===== config.mk =====
export PLATFORM = sky130hd
export DESIGN_NAME = prc_out
export DESIGN_NICKNAME = d
export VERILOG_FILES = /design/src/rtl/core/prc_pkg.sv /design/src/rtl/core/prc_out.sv
export SDC_FILE = /design/constraint.sdc
export NUM_CORES = 1
export LEC_CHECK = 0
export ABC_AREA = 1
export BUFFER_PORTS_ARGS = -buffer_cell sky130_fd_sc_hd__buf_2
export CORE_MARGIN = 5
export CORE_UTILIZATION = 23
export DETAILED_ROUTE_END_ITERATION = 12
export GPL_TIMING_DRIVEN = 0
export PLACE_DENSITY = 0.44
export SYNTH_ARGS = -nofsm -noshare
export SYNTH_HDL_FRONTEND = slang
export SYNTH_SLANG_ARGS = --single-unit

===== constraint.sdc =====
create_clock -name clk -period 2.69 [get_ports clk]
set_clock_uncertainty 0.05 [all_clocks]
set_input_delay 0.269 -clock clk [delete_from_list [all_inputs] [get_ports clk]]
set_output_delay 0.269 -clock clk [all_outputs]
set_load 0.01 [all_outputs]

===== src/rtl/core/prc_pkg.sv =====
`default_nettype none
package prc_pkg;
  localparam int COORD_BITS = 16;
  localparam int NUM_STAGES = 4;
  localparam int PROD_BITS = 2 * COORD_BITS + 2;
  localparam int DIFF_BITS = COORD_BITS + 1;
  localparam int QCNT_BITS = $clog2(PROD_BITS + 1);

  typedef logic signed [COORD_BITS-1:0] coord_t;

  typedef struct packed {
    coord_t x;
    coord_t y;
  } vtx_t;

  // token passed along the chain of cells
  typedef struct packed {
    logic is_end;
    vtx_t v;
  } tok_t;

  typedef enum logic [1:0] {
    PLANE_BOTTOM = 2'd0,
    PLANE_RIGHT  = 2'd1,
    PLANE_TOP    = 2'd2,
    PLANE_LEFT   = 2'd3
  } plane_t;

  typedef enum logic [1:0] {
    REG_X_LOW  = 2'd0,
    REG_X_HIGH = 2'd1,
    REG_Y_LOW  = 2'd2,
    REG_Y_HIGH = 2'd3
  } reg_idx_t;

  typedef enum logic [2:0] {
    CS_IDLE,
    CS_MUL,
    CS_DIV,
    CS_EMIT_X,
    CS_EMIT_V,
    CS_END
  } cell_state_t;
endpackage
`default_nettype wire


===== src/rtl/core/prc_out.sv =====
`default_nettype none
module prc_out (
  input  wire logic       clk,
  input  wire logic       rst_n,
  input  wire logic       in_valid,
  output logic            in_stall,
  input  prc_pkg::tok_t   in_tok,
  output logic            out_valid,
  input  wire logic       out_stall,
  output prc_pkg::coord_t out_x,
  output prc_pkg::coord_t out_y,
  output logic            vertex_valid,
  output logic            out_last
);
  import prc_pkg::*;

  logic hold_vld_r, hold_vld_nxt;
  vtx_t hold_r, hold_nxt;
  logic ov_r, ov_nxt;
  vtx_t ov_v_r, ov_v_nxt;
  logic ov_real_r, ov_real_nxt;
  logic ov_last_r, ov_last_nxt;
  logic take;

  // one-deep hold so the final vertex can carry the last flag
  assign in_stall = ov_r && out_stall;
  assign take     = in_valid && !in_stall;

  always_comb begin
    hold_vld_nxt = hold_vld_r;
    hold_nxt     = hold_r;
    ov_nxt       = ov_r && out_stall;
    ov_v_nxt     = ov_v_r;
    ov_real_nxt  = ov_real_r;
    ov_last_nxt  = ov_last_r;
    if (take) begin
      if (in_tok.is_end) begin
        ov_nxt       = 1'b1;
        ov_v_nxt     = hold_vld_r ? hold_r : '0;
        ov_real_nxt  = hold_vld_r;
        ov_last_nxt  = 1'b1;
        hold_vld_nxt = 1'b0;
      end else begin
        if (hold_vld_r) begin
          ov_nxt      = 1'b1;
          ov_v_nxt    = hold_r;
          ov_real_nxt = 1'b1;
          ov_last_nxt = 1'b0;
        end
        hold_nxt     = in_tok.v;
        hold_vld_nxt = 1'b1;
      end
    end
  end

  always_ff @(posedge clk) begin
    if (!rst_n) begin
      hold_vld_r <= 1'b0;
      ov_r       <= 1'b0;
    end else begin
      hold_vld_r <= hold_vld_nxt;
      ov_r       <= ov_nxt;
    end
    hold_r    <= hold_nxt;
    ov_v_r    <= ov_v_nxt;
    ov_real_r <= ov_real_nxt;
    ov_last_r <= ov_last_nxt;
  end

  assign out_valid    = ov_r;
  assign out_x        = ov_v_r.x;
  assign out_y        = ov_v_r.y;
  assign vertex_valid = ov_real_r;
  assign out_last     = ov_last_r;
endmodule
`default_nettype wire


==> key figures <==
Timing
  – Final Setup Violations: 0
  – Fmax: 0.603 GHz
  – Worst Max-Slew Pin Slew: 0.774 ns
  – Max_slew headroom: 0.483
  – Period utilisation layout: 0.616
  – Final Hold Vio Count: 0
  – RSZ-0062 raised after global routing: false
  – Max-slew violations: 0
  – Setup WS post-layout: 1.03 ns
  – Tmin final: 1.66 ns

Worst setup path
  – Reg2Reg Depth: 4
  – Critical path class: flop to flop
  – Worst Setup SP: out_valid
  – Worst reg2reg startpoint: out_valid
  – CP Cell Sequence: nand2_1 > nand3_1 > inv_1 > buf_16
  – Arrival time worst endpoint: 1.64 ns
  – CP required: 2.68 ns
  – Reg2reg end: hold_r[31]
  – Crit. End Element: flop
  – Largest stage delay, worst path: 0.58 ns
  – Slowest stage cell, crit path: inv_1
  – Crit path to: hold_r[31]
  – Startpoint types: flop
  – CP Max Fanout: 17
  – FF-to-FF setup slack: 1.03 ns

Yosys
  – Top cell type's share of synthesized area: 0.835
  – Warnings from Yosys: 0
  – Yosys cell types: 11
  – Commonest cells in the netlist: 66 x edfxtp_1, 37 x inv_1, 31 x nor2_1, 4 x nand2_1
  – Top FF cell, synth: edfxtp_1
  – FF+latch count, synth: 68
  – Syn Std Cell Area: 2370 um2
  – Mapped Cells: 151
  – Synth area leaders: edfxtp_1 84%, inv_1 5.9%, nor2_1 4.9%, dfxtp_1 1.7%, buf_6 1.4%
  – Yosys top cell by area: edfxtp_1
  – Post-synth EDFFs: 66
  – Fraction of registers with async set/reset: 0
  – Avg Synthesized Cell Area: 15.7 um2
  – Syn Nets: 188
  – Most instantiated library cell after synthesis: edfxtp_1
  – Sequential-to-total area share from yosys stat: 0.852

Drt
  – ANT nets after route: 0
  – Final wirelength: 4300 um
  – Vias per cell: 3.43
  – Pre-antenna DRT Iters: 4
  – Via count: 1291
  – Drt wl/cell: 11.4 um
  – DRC viols: 0
  – Starting DRT DRC Count: 31

GRT
  – Maximum number of pins on one net before global-route repair: 33
  – GRT Overall Usage: 0.0732
  – Vias in the first global route: 1390
  – Remaining Overflow, GRT: 0
  – First-pass GRT wire length: 6850 um
  – Antenna violations before repair: 0

Clock network
  – Num CTS Buffers: 9
  – Root Buffer Master: clkbuf_8
  – Worst-Skew Late Latency: 0.33 ns
  – CTS tree: built
  – Clock sink total: 68
  – Postcts setup bufs: 0
  – CTS Hold Bufs: 0
  – Clock Path Buffers: 2
  – H-tree depth: 3
  – Clk pin slew, worst setup/hold paths: 0.07 ns
  – Post-CTS sizing: 0

Cells and area
  – Share of post-route cells with drive strength above 1: 0.388
  – Fillers: 1053
  – Final layout net count: 273
  – Finished Core Util: 0.306
  – Layout Area Growth over Synthesis: 31.1%
  – Final cell count without fillers: 376
  – Antenna diodes: 0

Die
  – Die Y: 112 um
  – Die Wd: 112 um
  – Initial Util: 0.233
  – Die area: 12500 um2
  – Row Count: 37
  – IO Count: 73
  – Core Footprint: 10200 um2

Place
  – HPWL after DPL: 2940 um
  – Pre-CTS setup slack: 0.604 ns
  – Port buffer count: 72
  – Post-Place Cells: 360
  – Placer Congestion: 0.631

Job
  – Max-cap check violation count: 0

Power and ir drop
  – P_sw: 0.458 mW
  – Clock network power share: 0.327
  – Sw Ratio: 0.221
  – Int Power: 1.61 mW
  – Reg power frac: 0.599
  – Combinational share of power: 0.074
  – Maximum VDD drop: 181 uV
  – Pwr dens: 665 nW/um2
  – Leak: 1.34 nW

Status
  – Status: finished, final reports clean

Hold path
  – Hold path startpoint: in_tok[4]
  – Hold/Removal Path Class: primary input to flop
cell type report:
class	count	area [um2]	area share
Clock inverter	4	17.5	0.00563
Timing Repair Buffer	74	408	0.131
Multi-Input combinational cell	42	186	0.0599
Tap cell	136	170	0.0547
Sequential cell	68	2020	0.650
Clock buffer	11	131	0.0422
Buffer	3	33.8	0.0109
Inverter	38	143	0.0458
worst min path at each step:
stage,depth (start not counted),endpoint
6_report,1,hold_r[4]
4_1_cts,1,hold_r[4]
2_1_floorplan,0,hold_r[0]
5_1_grt,1,hold_r[10]
3_3_place_gp,1,hold_r[25]
3_5_place_dp,1,hold_r[23]
flip-flops by register name, indices dropped and copies added (netlist names):
signal,cells
hold_r,32
out_x,16
out_y,16
hold_vld_r,1
out_last,1
out_valid,1
vertex_valid,1
power by group through the flow:
stage               Clock (mW)  Combinational (mW)  Sequential, mW
floorplan                    0              0.0559            1.28
global placement             0               0.146            1.27
detailed placement           0               0.154            1.26
CTS                      0.723               0.154            1.24
global route             0.765               0.174            1.24
finish                   0.678               0.153            1.24
layout by cell type (no fill, tap or decap):
cell type and n:
a21oi_4 1, clkinv_2 2, nand2_1 4, clkinv_1 2, a21oi_1 2, nor2_4 1, buf_16 1, buf_12 1
inv_2 1, nor2_1 31, edfxtp_1 66, clkbuf_8 9, clkbuf_1 2, buf_2 72, buf_6 3, dfxtp_1 2
nand3_1 1, nor2_2 2, inv_1 37
worst max-delay path, delay by kind of cell (launching register included):
kind                   cells  cell delay, ns
buffers and inverters      2            0.81
AND/OR/NAND/NOR            2            0.19
flip-flops                 1            0.31
per-layer routing:
metal / up-vias / track usage / wire, um
li1: 657 / - / -
met1: 585 / 0.0828 / 1810
met2: 42 / 0.115 / 2080
met3: 7 / 0.0380 / 333
met4: 0 / 0.0341 / 66
met5: - / 0 / 0
stage by stage:
stage,hold slack [ns],area (um2),TNS [ns],total power [mW]
floorplan,0.318,2370,0,1.34
global placement,0.397,2900,-34.52,1.41
detailed placement,0.397,2940,0,1.42
CTS,0.0275,3080,0,2.12
global route,0.0293,3110,0,2.18
finish,0.0575,3110,0,2.07
logic make-up after synthesis:
kind of cell	share of synthesized area
and+or+nand+nor	0.0675
DFF	0.852
buffers and inverters	0.0743
AOI/OAI and AO/OA	0.00632
Power figures use the tool's default switching activity.
