**src/rtl/core/prc_pkg.sv**
```systemverilog
`default_nettype none
package prc_pkg;
  localparam int COORD_BITS = 16;
  localparam int NUM_STAGES = 4;
  localparam int PROD_BITS = 2 * COORD_BITS + 2;
  localparam int DIFF_BITS = COORD_BITS + 1;
  localparam int QCNT_BITS = $clog2(PROD_BITS + 1);

  typedef logic signed [COORD_BITS-1:0] coord_t;

  typedef struct packed {
    coord_t x;
    coord_t y;
  } vtx_t;

  // token passed along the chain of cells
  typedef struct packed {
    logic is_end;
    vtx_t v;
  } tok_t;

  typedef enum logic [1:0] {
    PLANE_BOTTOM = 2'd0,
    PLANE_RIGHT  = 2'd1,
    PLANE_TOP    = 2'd2,
    PLANE_LEFT   = 2'd3
  } plane_t;

  typedef enum logic [1:0] {
    REG_X_LOW  = 2'd0,
    REG_X_HIGH = 2'd1,
    REG_Y_LOW  = 2'd2,
    REG_Y_HIGH = 2'd3
  } reg_idx_t;

  typedef enum logic [2:0] {
    CS_IDLE,
    CS_MUL,
    CS_DIV,
    CS_EMIT_X,
    CS_EMIT_V,
    CS_END
  } cell_state_t;
endpackage
`default_nettype wire

```
**src/rtl/core/prc_cell.sv**
```systemverilog
`default_nettype none
module prc_cell (
  input  wire logic           clk,
  input  wire logic           rst_n,
  input  prc_pkg::plane_t     plane,
  input  prc_pkg::coord_t     bound,
  input  wire logic           in_valid,
  output logic                in_stall,
  input  prc_pkg::tok_t       in_tok,
  output logic                out_valid,
  input  wire logic           out_stall,
  output prc_pkg::tok_t       out_tok
);
  import prc_pkg::*;

  cell_state_t state_r, state_nxt;
  logic        started_r, started_nxt;
  vtx_t        first_r, first_nxt;
  vtx_t        prev_r, prev_nxt;
  vtx_t        p1_r, p1_nxt;
  vtx_t        p2_r, p2_nxt;
  logic        emit_v_r, emit_v_nxt;
  logic        pend_end_r, pend_end_nxt;
  logic        neg_r, neg_nxt;
  logic [PROD_BITS-1:0] mag_r, mag_nxt;
  logic [PROD_BITS-1:0] rem_r, rem_nxt;
  logic [PROD_BITS-1:0] quo_r, quo_nxt;
  logic [DIFF_BITS-1:0] mdc_r, mdc_nxt;
  logic [QCNT_BITS-1:0] cnt_r, cnt_nxt;
  vtx_t        xres;

  logic        in1, in2, vert;
  logic signed [DIFF_BITS-1:0] d_s, dc_s, da_s;
  logic [DIFF_BITS-1:0] md, mda, mdc;
  logic [PROD_BITS:0]   trial;
  logic [PROD_BITS-1:0] rem_sh;
  logic [QCNT_BITS-1:0] bit_sel;
  logic signed [PROD_BITS+1:0] base;
  coord_t a1;

  function automatic logic inside_f(plane_t p, coord_t b, vtx_t v);
    logic r;
    r = 1'b0;
    unique case (p)
      PLANE_BOTTOM: r = (v.y >= b);
      PLANE_RIGHT:  r = (v.x <= b);
      PLANE_TOP:    r = (v.y <= b);
      PLANE_LEFT:   r = (v.x >= b);
      default:      r = 1'b0;
    endcase
    return r;
  endfunction

  assign vert = (plane == PLANE_BOTTOM) || (plane == PLANE_TOP);
  assign in1  = inside_f(plane, bound, p1_r);
  assign in2  = inside_f(plane, bound, p2_r);

  // differences along the plane normal (c) and the other axis (a)
  always_comb begin
    if (vert) begin
      d_s  = DIFF_BITS'(bound) - DIFF_BITS'(p1_r.y);
      dc_s = DIFF_BITS'(p2_r.y) - DIFF_BITS'(p1_r.y);
      da_s = DIFF_BITS'(p2_r.x) - DIFF_BITS'(p1_r.x);
      a1   = p1_r.x;
    end else begin
      d_s  = DIFF_BITS'(bound) - DIFF_BITS'(p1_r.x);
      dc_s = DIFF_BITS'(p2_r.x) - DIFF_BITS'(p1_r.x);
      da_s = DIFF_BITS'(p2_r.y) - DIFF_BITS'(p1_r.y);
      a1   = p1_r.y;
    end
    md  = d_s[DIFF_BITS-1]  ? DIFF_BITS'(-d_s)  : DIFF_BITS'(d_s);
    mdc = dc_s[DIFF_BITS-1] ? DIFF_BITS'(-dc_s) : DIFF_BITS'(dc_s);
    mda = da_s[DIFF_BITS-1] ? DIFF_BITS'(-da_s) : DIFF_BITS'(da_s);
  end

  assign bit_sel = QCNT_BITS'(PROD_BITS - 1) - cnt_r;
  assign rem_sh  = {rem_r[PROD_BITS-2:0], mag_r[bit_sel]};
  assign trial   = {1'b0, rem_sh} - {{(PROD_BITS+1-DIFF_BITS){1'b0}}, mdc_r};

  // crossing result, truncated toward zero
  always_comb begin
    base = (PROD_BITS+2)'(a1) +
           (neg_r ? -(PROD_BITS+2)'(quo_r) : (PROD_BITS+2)'(quo_r));
    if (mdc_r == '0) begin
      base = (PROD_BITS+2)'(a1);
    end else if (rem_r != '0 && mag_r != '0) begin
      if (neg_r && base > 0) base = base - 1;
      else if (!neg_r && base < 0) base = base + 1;
    end
    if (vert) begin
      xres.x = base[COORD_BITS-1:0];
      xres.y = bound;
    end else begin
      xres.x = bound;
      xres.y = base[COORD_BITS-1:0];
    end
  end

  always_comb begin
    state_nxt = state_r;
    unique case (state_r)
      CS_IDLE: begin
        if (in_valid) begin
          if (in_tok.is_end) begin
            state_nxt = started_r ? CS_MUL : CS_END;
          end else if (started_r) begin
            state_nxt = CS_MUL;
          end
        end
      end
      CS_MUL: begin
        if (in1 && in2) state_nxt = CS_EMIT_V;
        else if (!in1 && !in2) state_nxt = pend_end_r ? CS_END : CS_IDLE;
        else state_nxt = CS_DIV;
      end
      CS_DIV:    if (cnt_r == QCNT_BITS'(PROD_BITS - 1)) state_nxt = CS_EMIT_X;
      CS_EMIT_X: if (!out_stall) state_nxt = emit_v_r ? CS_EMIT_V :
                                              (pend_end_r ? CS_END : CS_IDLE);
      CS_EMIT_V: if (!out_stall) state_nxt = pend_end_r ? CS_END : CS_IDLE;
      CS_END:    if (!out_stall) state_nxt = CS_IDLE;
      default:   state_nxt = CS_IDLE;
    endcase
  end

  always_comb begin
    in_stall = (state_r != CS_IDLE);
    out_valid = 1'b0;
    out_tok   = '0;
    unique case (state_r)
      CS_EMIT_X: begin
        out_valid = 1'b1;
        out_tok.v = xres;
      end
      CS_EMIT_V: begin
        out_valid = 1'b1;
        out_tok.v = p2_r;
      end
      CS_END: begin
        out_valid = 1'b1;
        out_tok.is_end = 1'b1;
      end
      default: ;
    endcase
  end

  always_comb begin
    started_nxt  = started_r;
    first_nxt    = first_r;
    prev_nxt     = prev_r;
    p1_nxt       = p1_r;
    p2_nxt       = p2_r;
    emit_v_nxt   = emit_v_r;
    pend_end_nxt = pend_end_r;
    neg_nxt      = neg_r;
    mag_nxt      = mag_r;
    rem_nxt      = rem_r;
    quo_nxt      = quo_r;
    mdc_nxt      = mdc_r;
    cnt_nxt      = cnt_r;
    if (state_r == CS_IDLE && in_valid) begin
      pend_end_nxt = in_tok.is_end;
      if (in_tok.is_end) begin
        started_nxt = 1'b0;
        p1_nxt = prev_r;
        p2_nxt = first_r;
      end else if (!started_r) begin
        started_nxt = 1'b1;
        first_nxt = in_tok.v;
        prev_nxt  = in_tok.v;
      end else begin
        p1_nxt   = prev_r;
        p2_nxt   = in_tok.v;
        prev_nxt = in_tok.v;
      end
    end
    if (state_r == CS_MUL) begin
      mag_nxt    = PROD_BITS'(md) * PROD_BITS'(mda);
      mdc_nxt    = mdc;
      neg_nxt    = (d_s[DIFF_BITS-1] ^ da_s[DIFF_BITS-1]) ^ dc_s[DIFF_BITS-1];
      emit_v_nxt = in2;
      rem_nxt    = '0;
      quo_nxt    = '0;
      cnt_nxt    = '0;
    end
    if (state_r == CS_DIV) begin
      // restoring divide, one quotient bit a cycle
      if (!trial[PROD_BITS]) begin
        rem_nxt = trial[PROD_BITS-1:0];
        quo_nxt = {quo_r[PROD_BITS-2:0], 1'b1};
      end else begin
        rem_nxt = rem_sh;
        quo_nxt = {quo_r[PROD_BITS-2:0], 1'b0};
      end
      cnt_nxt = cnt_r + 1'b1;
    end
  end

  always_ff @(posedge clk) begin
    if (!rst_n) begin
      state_r    <= CS_IDLE;
      started_r  <= 1'b0;
      pend_end_r <= 1'b0;
      first_r    <= '0;
      prev_r     <= '0;
    end else begin
      state_r    <= state_nxt;
      started_r  <= started_nxt;
      pend_end_r <= pend_end_nxt;
      first_r    <= first_nxt;
      prev_r     <= prev_nxt;
    end
    p1_r     <= p1_nxt;
    p2_r     <= p2_nxt;
    emit_v_r <= emit_v_nxt;
    neg_r    <= neg_nxt;
    mag_r    <= mag_nxt;
    rem_r    <= rem_nxt;
    quo_r    <= quo_nxt;
    mdc_r    <= mdc_nxt;
    cnt_r    <= cnt_nxt;
  end
endmodule
`default_nettype wire

```
**config.mk**
```make
export PLATFORM = sky130hd
export DESIGN_NAME = prc_cell
export DESIGN_NICKNAME = d
export VERILOG_FILES = /design/src/rtl/core/prc_pkg.sv /design/src/rtl/core/prc_cell.sv
export SDC_FILE = /design/constraint.sdc
export NUM_CORES = 2
export LEC_CHECK = 0
export BUFFER_PORTS_ARGS = -buffer_cell sky130_fd_sc_hd__buf_2
export CORE_MARGIN = 5
export CORE_UTILIZATION = 50
export DETAILED_ROUTE_END_ITERATION = 8
export GPL_ROUTABILITY_DRIVEN = 0
export HOLD_SLACK_MARGIN = 0.15
export PLACE_DENSITY = 0.77
export SKIP_LAST_GASP = 1
export SLEW_MARGIN = 15
export SYNTH_ARGS = -nofsm -noshare
export SYNTH_HDL_FRONTEND = slang
export SYNTH_SLANG_ARGS = --single-unit
```
**constraint.sdc**
```tcl
create_clock -name clk -period 19.5 [get_ports clk]
set_input_delay 0.975 -clock clk [delete_from_list [all_inputs] [get_ports clk]]
set_output_delay 0.975 -clock clk [all_outputs]
set_load 0.02 [all_outputs]
```
==> flow_summary.ini <==
[critical_path]
slowest_stage = or4b_2
crit_type = in2reg
cp.arrival_ps = 11100
required_ps = 19860
reg2reg_from = p1_r[0]
max_stage_delay_ps = 670
cp_num_buf_inv = 6
path_delay_family = compound AO/OA/AOI/OAI gates
r2r_end = mag_r[33]
reg2reg_depth = 35
end_kind = flop
crit_fanout = 20
cpMostUsedCell = fa_1
cp-start-kind = input port
ff2ff_setup_slack_ps = 8830

[logic_synthesis]
synth_compound_area_share_pct = 15.64
synthMostInstantiatedCell = nand2_1
synth_warnings = 0
synth_top_area_share_pct = 18.58
synth-simple-area-share_pct = 19.03
synth_mux_area_share_pct = 3.786
syn_area_sq_mm = 0.03087
synth_flop_cell = edfxtp_1
syn_avg_cell_area_sq_um = 8.666
synth_edf_count = 191
ys_ff_latch = 260
synth_fa_ha_area_share_pct = 25.82
synth-xor-area-share_pct = 6.007
async_reset_ff_share_pct = 0
syn_inst = 3562
syn_nets = 4116
yosysTopAreaCell = edfxtp_1
yosysSeqAreaShare_pct = 23.06
synth_common_cells = nand2_1 (480), inv_1 (397), ha_1 (269), fa_1 (230), nor2_1 (226)
synthTopCellsByArea = edfxtp_1 (19%), fa_1 (15%), ha_1 (11%)
synth_cell_types = 95
synth_top_family_by_area = adder cells

[cts]
cts_buffers = 29
clk_pin_slew_ps = 80
cts_root_buf = clkbuf_16
cts_setup_buffers = 0
cts_tree = yes
cts-resized-gates = 0
clkSinkCount = 260
cts.path.max_buffers = 3
ctsHoldBuffers = 0
h-tree-depth = 1
clk_latency_ps = 600

[sta]
finalCriticalPeriod_ps = 10750
setup_viol = 0
drv_slew = 0
hold_violations = 0
relSlewSlack_pct = 10.28
period_share_pct = 55.11
timing.hold.ws_ps = 427.2
tns_ps = 0
skew_ps = 27.07
rsz0062_at_grt = no
worst_pin_slew_ps = 1329
clock.fmax_mhz = 93.06

[placement]
dpl-instance-area_sq_mm = 0.03212
portBuffers = 89
dp.cells = 4338
dp_hpwl_mm = 65.93

[hold_path]
hold_class = reg2reg
holdPathEnd = p1_r[11]
hold_path_depth = 0
hp-start = prev_r[11]

[floorplanning]
die_area_sq_mm = 0.06680
core-area_sq_mm = 0.06148
die_height_um = 258.5
initial_core_util_pct = 50.20
die_x_um = 258.5
io_pins = 90
rows = 91

[layout]
nets = 4134
layout-drive-gt1-share_pct = 8.188
final_area_sq_mm = 0.03309
multiInputGateArea_sq_mm = 0.02177
n_fill_cell = 5550
antenna_cells = 0
fin_cells = 4393
area_delta_synth_final_pct = 7.191
register_area_sq_mm = 0.007117

[detailed_routing]
ant_nets = 0
drc = 0
wirelength_mm = 84.36
vias_per_cell = 5.999
drtIter0Drc = 2526
vias = 26360
wl_per_cell_um = 19.20
drt_first_pass_iters = 6

[grt]
antenna_found_initial = 1
track_usage_pct = 24.88
grt_pass1_vias = 25630
grt-ovfl-total = 0
grt_start_max_net_pins = 70
grt_pass1_wl_mm = 136.3

[flow_run]
max-cap-violations = 0

[status]
status = finished, final reports clean
[cell usage in the layout, fill, tap and decap left out, drive strengths merged, types with 17 or more instances in the layout]
master,count
ha,269
a32oi,19
nand3,55
and2,60
a211oi,17
dfxtp,69
o211ai,22
nor2,228
or3,51
buf,132
nor4,28
nand4,28
inv,403
fa,230
a31oi,30
a21boi,79
xnor2,146
and3,56
nor2b,43
o31ai,23
nand2b,49
a21o,48
mux2i,47
o21ai,155
edfxtp,191
or2,30
mux2,44
a21oi,166
nor3,68
nand2,480
clkbuf,39
o21a,34
xor2,64
[metrics by stage]
stage	worst slack (ps)	utilization, %
6_report	8754	53.81
5_1_grt	7895	53.81
4_1_cts	8472	53.76
3_5_place_dp	8153	52.24
3_3_place_gp	8308	52.24
2_1_floorplan	9027	-
[sequential cells by signal (all words and copies together), names as in the netlist, 3 cells and up]
name,flops
cnt_r,6
first_r,32
mag_r,34
mdc_r,17
p1_r,32
p2_r,32
prev_r,32
quo_r,34
rem_r,34
state_r,3
[layer usage]
metal  part of all wire [%]  vias up  track usage (%)  wire length [um]
li1                       -    12360                -                 -
met1                     42    12610            34.05             35090
met2                     46     1146            40.34             38650
met3                    8.5      243            3.829              7143
met4                    4.1        2            9.016              3450
met5                  0.023        -                0                19
[final cells by class]
| type | count | area share, % |
|---|---|---|
| sequential | 260 | 21.51 |
| tap | 790 | 2.987 |
| clock inverter | 15 | 0.4538 |
| clock buffer | 39 | 2.367 |
| timing repair buffer | 132 | 2.367 |
| multi-input combinational | 2759 | 65.80 |
| inverter | 398 | 4.515 |
[how the worst max path moves through the flow]
stage,depth (start not counted),slack [ps],startpoint,to
5_1_grt,37,7890,bound[0],mag_r[31]
3_5_place_dp,38,8150,bound[0],mag_r[33]
4_1_cts,35,8470,p1_r[0],mag_r[33]
6_report,37,8750,bound[0],mag_r[33]
3_3_place_gp,38,8310,bound[0],mag_r[33]
2_1_floorplan,39,9030,bound[0],mag_r[33]
[logic make-up (layout without fill, tap and decap cells)]
family,after synthesis,count (layout)
adders and majority gates,499,499
buffers and inverters,543,584
DFF,260,260
xor gates and xnor gates,210,210
muxes,100,100
AOI/OAI and AO/OA,725,725
and+or+nand+nor,1225,1225
Power is left out: the tool's default activity adds up to more than one toggle a clock period on the data nets, which glitch-free logic cannot reach.
